==> src/hdl/ogh_pkg.sv <==
package ogh_pkg;

  localparam int ANGLE_W = 16;
  localparam int COORD_W = 16;
  localparam int POINT_W = 17;
  localparam int TRIG_W  = 17;
  localparam int CONF_W  = 8;

  localparam logic [2:0] REG_ANGLE_START = 3'd0;
  localparam logic [2:0] REG_ANGLE_STEP  = 3'd1;
  localparam logic [2:0] REG_MIN_RANGE   = 3'd2;
  localparam logic [2:0] REG_MAX_RANGE   = 3'd3;
  localparam logic [2:0] REG_CELLS_PER_M = 3'd4;
  localparam logic [2:0] REG_HIT_INC     = 3'd5;
  localparam logic [2:0] REG_OCC_THRESH  = 3'd6;
  localparam logic [2:0] REG_CONF_CAP    = 3'd7;

  // One classified beam as it waits between the front end and the back end.
  typedef struct packed {
    logic                       used;
    logic signed [COORD_W-1:0]  robot_x;
    logic signed [COORD_W-1:0]  robot_z;
    logic        [ANGLE_W-1:0]  angle;
    logic        [15:0]         beam_range;
  } beam_t;

  // Configuration fields used by the back end.
  typedef struct packed {
    logic [9:0] cells_per_meter;
    logic [5:0] hit_step;
    logic [7:0] occ_limit;
    logic [7:0] confidence_cap;
  } back_cfg_t;

endpackage

==> src/hdl/ogh_front.sv <==
module ogh_front
  import ogh_pkg::*;
(
  input  logic                      clk,
  input  logic                      rst,
  input  logic                      in_valid,
  output logic                      in_ready,
  input  logic signed [COORD_W-1:0] robot_x,
  input  logic signed [COORD_W-1:0] robot_z,
  input  logic [ANGLE_W-1:0]        heading,
  input  logic [9:0]                beam_index,
  input  logic [15:0]               beam_range,
  input  logic                      no_return,
  input  logic signed [15:0]        angle_start,
  input  logic [15:0]               angle_step,
  input  logic [15:0]               min_range,
  input  logic [15:0]               max_range,
  output logic                      q_valid,
  input  logic                      q_ready,
  output beam_t                     q_beam
);

  // Two-entry queue that decouples classification from the grid update.
  beam_t       slots [2];
  logic        wr_ptr, rd_ptr;
  logic [1:0]  count;
  beam_t       beam;
  logic [25:0] idx_prod;
  logic        push, pop;

  assign idx_prod = beam_index * angle_step;
  always_comb begin
    beam.used = !(no_return || beam_range >= max_range || beam_range < min_range);
    beam.robot_x = robot_x;
    beam.robot_z = robot_z;
    beam.angle = 16'(angle_start + idx_prod[15:0] - heading - 16'd16384);
    beam.beam_range = beam_range;
  end

  assign in_ready = (count != 2'd2);
  assign push = in_valid && in_ready;
  assign q_valid = (count != 2'd0);
  assign pop = q_valid && q_ready;
  assign q_beam = slots[rd_ptr];

  always_ff @(posedge clk) begin
    if (push) begin
      slots[wr_ptr] <= beam;
    end
    if (rst) begin
      wr_ptr <= 1'b0;
      rd_ptr <= 1'b0;
      count <= 2'd0;
    end else begin
      if (push) wr_ptr <= ~wr_ptr;
      if (pop) rd_ptr <= ~rd_ptr;
      count <= 2'(count + {1'b0, push} - {1'b0, pop});
    end
  end

endmodule

==> config.mk <==
export PLATFORM = sky130hd
export DESIGN_NAME = ogh_front
export DESIGN_NICKNAME = d
export VERILOG_FILES = /design/src/hdl/ogh_pkg.sv /design/src/hdl/ogh_front.sv
export SDC_FILE = /design/constraint.sdc
export NUM_CORES = 1
export LEC_CHECK = 0
export BUFFER_PORTS_ARGS = -buffer_cell sky130_fd_sc_hd__buf_2
export CAP_MARGIN = 20
export CORE_MARGIN = 3
export CORE_UTILIZATION = 30
export CTS_CLUSTER_DIAMETER = 50
export DETAILED_ROUTE_END_ITERATION = 12
export PLACE_DENSITY_LB_ADDON = 0.15
export SLEW_MARGIN = 20
export SYNTH_ARGS = -nofsm -noshare
export SYNTH_HDL_FRONTEND = slang
export SYNTH_SLANG_ARGS = --single-unit
==> constraint.sdc <==
create_clock -name clk -period 13.19 [get_ports clk]
set_input_delay 1.319 -clock clk [delete_from_list [all_inputs] [get_ports clk]]
set_output_delay 1.319 -clock clk [all_outputs]
set_load 0.005 [all_outputs]
Yosys cells after proc, flatten, opt, wreduce, memory -nomap -nowiden
Memory sizes are Yosys's and may differ from the RTL's. A register that Yosys moved wholly into a read port is not among the register bits.
Cells that the tools add are included.

word-level totals
  register bits after elaboration = 4
  memory bits (writable) = 130
  bits of input ports = 143
  output and inout bits = 67
  word-level logic and storage cells = 25
  memories = 1

cells by class
  $add $sub $neg = 5
  multipliers = 1
  $lt $le $gt $ge = 2
  equal/unequal tests = 1
  muxes and demuxes = 4
  bitwise operators = 2
  reductions and logical operators = 6

memories
  memory  depth  bits a word  rd ports  clocked after Yosys merged registers in  wr ports  RTL line         text
  slots   2      65           1         1                                        1         ogh_front.sv:24  beam_t slots [2];

operators with widths
  operator                                                               number
  16-bit adder                                                           1
  16-bit >= comparator                                                   1
  16-bit less-than comparator                                            1
  10-bit by 16-bit multiplier with 16-bit output                         1
  16-bit by 15-bit subtractor with 16-bit output, second input constant  1
  16-bit subtractor                                                      1
  1-bit two-way mux                                                      4
  2-bit by 1-bit adder with 2-bit output                                 1
  1-bit logical AND                                                      2
  1-bit logical OR                                                       2
  2-bit != test, second input constant                                   1
  1-bit inverter                                                         2
  2-bit nonzero test                                                     1
  2-bit by 1-bit subtractor with 2-bit output                            1
  1-bit zero test                                                        1

Depth between registers and ports, before layout
Gate-level depths: netlist of the first run.

  depth in word-level cells = 4
  gate-level depth with buffers = 20
  gate-level depth less buffers = 19

Least setup slack after synthesis of the first run
OpenSTA, ideal clock, no wires.

  path kind = input-to-reg
  from = input port beam_index[2]
  to = memory slots[0][31] in the netlist's numbering, data pin
  data arrival time = 5542 ps
  data required time = 12926 ps
  slack = 7383 ps
  stages = 18
  cells stage by stage = clkbuf_1 -> nand2_1 -> fa_1 -> inv_1 -> fa_1 -> fa_1 -> fa_1 -> inv_1 -> fa_1 -> inv_1 -> ha_1 -> o21a_1 -> o21ai_0 -> nor2_1 -> o41ai_2 -> a311o_1 -> o21ai_0 -> xnor2_1

RTL lines
  element             RTL line         text
  start: declaration  ogh_front.sv:11  input logic [9:0] beam_index,
  end: declaration    ogh_front.sv:24

==> impl_metrics.toml, run 1 <==
[floorplan]
die_h_um = 188
initial_core_util_pct = 30.5
num_io_pins = 210
die_w_um = 188
fp.dieArea_mm2 = 0.0354
row_count = 66
core_mm2 = 0.0326

[job]
cap_viol_max_count = 0

[sta]
timing.final.crit_share_pct = 42.8
slew_headroom_pct = 34.4
setup_viol_count_final = 0
min_period_ns = 5.64
fin_skew_ns = 0.00619
clock.fmax_ghz = 0.177
slew_viol_final = 0
fin_tns_setup_ns = 0
whs_ns = 0.510
finalHoldViolCount = 0
tightest_slew_ns = 0.984
rsz0062_at_grt = "false"

[clock_network]
clockRootBuffer = "clkbuf_16"
cts_max_level = 4
cts_tree = "yes"
cts_sinks = 135
cts_resized = 0
holdBufCountCts = 0
path_clk_slew_ns = 0.06
cts-buffers-inserted = 17
insertion_delay_ns = 0.42
cts_buffer_depth = 2
post_cts_buffers = 0

[setup_path]
cp_max_fo = 14
crit_type = "in2reg"
critPathCaptureType = "register"
required_ns = 13.34
crit_arrival_ns = 5.79
reg2regPathDepth = 4
start_kind = "input port"

[power_and_ir_drop]
internal-power_mw = 1.59
peakVddDrop_mv = 0.125
pwr-share-comb_pct = 53.3
pwr-share-seq_pct = 28.9
p_sw_share_pct = 38.0
switchingPower_mw = 0.971
power_density_mw_per_mm2 = 212
p_leak_nw = 5.52
clockPowerShare_pct = 17.7

[logic_synthesis]
yosysMostFrequentCell = "inv_1"
synth-edff-count = 130
synth_common_cells = "inv_1 (185), edfxtp_1 (130), fa_1 (98), ha_1 (82), nand2_1 (80)"
yosysTopAreaCell = "edfxtp_1"
synth_cell_types = 42
yosysSeqAreaShare_pct = 40.2
synth_nets = 1162
ys_top_cells_by_area = "edfxtp_1 (39%), fa_1 (20%), ha_1 (10%), mux2_2 (7.3%), inv_1 (7.0%)"
async_flop_share_pct = 0
yosys_warnings = 0
ys_seq_elements = 135
syn_area_mm2 = 0.00996
synth_top_flop_cell = "edfxtp_1"
synth_top_area_share_pct = 39.2
syn_inst = 839
postSynthAreaPerCell_um2 = 11.9

[drt]
vias = 6341
drtAntennaViolNets = 0
avgRoutedWirePerCell_um = 15.3
drtPass1Iterations = 4
finalWirelength_mm = 23.0
drt_iter0_drc = 219
vias_per_cell = 4.22
drc = 0

[grt]
grt_max_degree = 66
grt_overflow = 0
grtUsageTotal_pct = 13.5
antenna_found_initial = 1
first_global_vias = 6745
grt_pass1_wl_mm = 37.1

[finish]
drive_gt1_share_pct = 29.4
area_growth_pct = 21.2
layout.nets = 1370

[hold_path]
hold_depth = 2
hold_path_class = "reg2reg"

[status]
outcome = "finished, final reports clean"

[placed_design]
port_buffers = 209
post-dp-hpwl_mm = 18.1
finalWeightedCongestion = 0.799
==> power groups by stage <==
stage | Clock [mW] | Combinational (mW) | Sequential, mW
2_1_floorplan | 0 | 1.03 | 0.719
3_3_place_gp | 0 | 1.38 | 0.748
3_5_place_dp | 0 | 1.39 | 0.751
4_1_cts | 0.469 | 1.40 | 0.743
5_1_grt | 0.487 | 1.59 | 0.751
6_report | 0.454 | 1.36 | 0.740
==> metal layers <==
metal	vias to the layer above	wire length [µm]	global-route usage [%]
met5	-	11	0
met4	2	229	3.46
met3	16	1230	2.53
met2	181	10500	21.5
met1	3026	11000	18.9
li1	3116	-	-
==> stage by stage <==
| step | utilization (%) | power (mW) | cells | worst slack, ns | area (µm²) |
|---|---|---|---|---|---|
| floorplan | - | 1.75 | 839 | 7.38 | 9960 |
| global placement | 35.3 | 2.13 | 1470 | 7.19 | 11500 |
| detailed placement | 35.3 | 2.14 | 1470 | 7.12 | 11500 |
| CTS | 37.0 | 2.61 | 1502 | 7.54 | 12100 |
| global route | 37.0 | 2.83 | 1502 | 7.29 | 12100 |
| finish | 37.0 | 2.56 | 1503 | 7.55 | 12100 |
==> registers in the layout, indices dropped and copies added (netlist names), named ones only <==
register,cells
rd_ptr,1
slots,130
count,2
wr_ptr,1
==> path summary, 6_finish.rpt <==
path / to / slack, ns / start
setup / recovery: slots[0][31] / 7.55 / beam_index[2]
hold / removal: rd_ptr / 0.51 / rd_ptr
setup reg to reg: slots[0][37] / 10.82 / count[0]
hold reg to reg: rd_ptr / 0.51 / rd_ptr
==> layout make-up <==
cell class | count | area, µm²
antenna | 1 | 2.50
clock buffer | 20 | 437
clock inverter | 12 | 129
fill | 3310 | 20600
inverter | 185 | 694
multi-input combinational | 497 | 5180
sequential | 135 | 4010
tap | 442 | 553
timing repair buffer | 211 | 1060
==> cells by family after synthesis <==
group	synth area share, %
adder cells (fa/ha/maj)	30.0
AO/OA/AOI/OAI	3.58
AND/OR/NAND/NOR	7.88
XOR/XNOR	3.15
multiplexers	7.35
flip-flops	40.2
buffers and inverters	7.84
==> cells in the final DEF, fill, tap and decap left out, drive strengths merged, types with 3 or more instances in the layout <==
cell / Yosys / layout
fa: 98 / 98
nand2b: 3 / 3
nor2: 18 / 18
clkinvlp: 0 / 3
mux2: 65 / 65
ha: 82 / 82
a21o: 12 / 12
a21oi: 14 / 14
edfxtp: 130 / 130
inv: 185 / 186
xnor2: 28 / 28
xor2: 7 / 7
nand2: 82 / 82
nor2b: 7 / 7
dfxtp: 5 / 5
a211oi: 4 / 4
clkinv: 0 / 6
nor3: 3 / 3
o21ai: 9 / 9
and2: 41 / 41
clkbuf: 21 / 20
buf: 1 / 211
==> critical path, cell delays in order <==
cell,delay [ns]
buf_2,0.27
nand2_1,0.13
fa_1,0.54
inv_1,0.05
fa_1,0.47
fa_1,0.50
fa_1,0.49
inv_1,0.05
fa_1,0.47
inv_1,0.04
ha_1,0.31
o21a_1,0.13
o21ai_0,0.10
nor2_1,0.16
o41ai_2,0.12
a311o_1,0.31
o21ai_0,0.22
xnor2_1,0.11
No activity file was read; power rests on OpenSTA's default activity.
==> inputs of run 2 (changes only) <==
==> constraint.sdc (replaced) <==
create_clock -name clk -period 5.5 [get_ports clk]
set_input_delay 0.55 -clock clk [delete_from_list [all_inputs] [get_ports clk]]
set_output_delay 0.55 -clock clk [all_outputs]
set_load 0.005 [all_outputs]
==> run 2 against run 1 <==
  * Sequential share of layout area about the same
  * Via count increased by 0.30%
  * Die area unchanged
  * Wire length decreased by 1.3%
  * Count of clock-buffer cells in the layout decreased by 1
  * Combinational power increased by 140%
  * Final cell count about the same
  * Clock power increased by 130%
  * First-iteration DRC count decreased by 7.3%
  * Sequential power increased by 140%
  * Critical endpoint is now slots[1][31]
==> impl_metrics.toml, run 2 (same netlist as run 1, synthesis figures left out) <==
[drt]
drt_iter0_drc = 203
drc = 0
finalWirelength_mm = 22.7
vias_per_cell = 4.23
drtPass1Iterations = 4
drtAntennaViolNets = 0
vias = 6360
avgRoutedWirePerCell_um = 15.1

[floorplan]
row_count = 66
initial_core_util_pct = 30.5
fp.dieArea_mm2 = 0.0354
num_io_pins = 210
die_w_um = 188
core_mm2 = 0.0326
die_h_um = 188

[clock_network]
insertion_delay_ns = 0.41
holdBufCountCts = 0
clockRootBuffer = "clkbuf_16"
cts_sinks = 135
post_cts_buffers = 0
cts_max_level = 4
cts_tree = "yes"
cts-buffers-inserted = 17
cts_resized = 0
cts_buffer_depth = 2
path_clk_slew_ns = 0.06

[grt]
grtUsageTotal_pct = 13.2
grt_overflow = 0
grt_pass1_wl_mm = 36.7
antenna_found_initial = 1
grt_max_degree = 66
first_global_vias = 6727

[setup_path]
slowest_stage = "fa_1"
cp_max_fo = 10
required_ns = 5.64
reg2reg_from = "count[0]"
crit_top_cell = "fa_1"
cp_num_buf_inv = 4
start_kind = "input port"
crit_start = "angle_step[5]"
cpLargestDelayFamily = "adder cells"
critPathCaptureType = "register"
critPathMaxStageDelay_ns = 0.54
crit_type = "in2reg"
worstPathCellList = "buf_2, nand2_1, fa_1, inv_1, fa_1, fa_1, fa_1, inv_1, fa_1, inv_1, ha_1, o21a_1, o21ai_0, nor2_1, o41ai_2, a311o_1, o21ai_0, xnor2_1"
crit_arrival_ns = 4.92

[finish]
largest_register_ffs = 130
layout.nets = 1371
drive_gt1_share_pct = 29.5
area_growth_pct = 21.0
reg_top3 = "slots (130), count (2)"
utilization_pct = 37.0
final_common_cell = "buf_2"
final_cell_mix = "buf_2 (209), inv_1 (185), edfxtp_1 (130)"
final_cell_area_mm2 = 0.0121
regMostFlops = "slots"

[sta]
slew_viol_final = 0
rsz0062_at_grt = "false"
slew_headroom_pct = 36.3
whs_ns = 0.323
tightest_slew_ns = 0.956
setup_viol_count_final = 0
finalHoldViolCount = 0
fin_skew_ns = 0.00592
min_period_ns = 4.78
clock.fmax_ghz = 0.209
timing.final.crit_share_pct = 86.8
fin_tns_setup_ns = 0

[placed_design]
post-dp-hpwl_mm = 18.1
finalWeightedCongestion = 0.804
port_buffers = 209
postPlaceCellArea_mm2 = 0.0115

[hold_path]
hold_path_class = "in2reg"
hold_path.startpoint = "robot_z[9]"

[status]
outcome = "finished, final reports clean"

[power_and_ir_drop]
p_leak_nw = 5.51
power_mw = 6.08
power_density_mw_per_mm2 = 505
peakVddDrop_mv = 0.266

[job]
cap_viol_max_count = 0
[run 2: power breakdown]
group          leakage [nW]  switching [mW]  internal [mW]
Sequential             1.26           0.111           1.66
Combinational          4.00            1.79           1.49
Clock                 0.254           0.415          0.616
[run 2: worst paths after layout]
| kind | end | slack [ns] | cells after the start |
|---|---|---|---|
| max | slots[1][31] | 0.72 | 18 |
| min | slots[1][41] | 0.32 | 1 |
| max reg2reg | slots[0][19] | 3.30 | 4 |
| min reg2reg | register | 0.51 | 2 |
[run 2: per-layer routing]
metal / GRT usage, % / routed length [µm]
met4: 3.72 / 298
met1: 18.7 / 11000
met5: 0 / 10
met2: 20.8 / 10100
met3: 2.46 / 1350
[run 2: cell type report]
cell class                 instances  area, µm²
fill                            3323      20600
multi-input combinational        497       5190
sequential                       135       4010
timing repair buffer             212       1070
inverter                         185        694
tap                              442        553
clock buffer                      19        433
clock inverter                    13        108
antenna                            1       2.50
[run 2: per-stage QoR]
stage / std cells / worst slack, ns
floorplan: 839 / 0.462
global placement: 1471 / 0.336
detailed placement: 1471 / 0.277
CTS: 1503 / 0.748
global route: 1503 / 0.477
finish: 1504 / 0.724
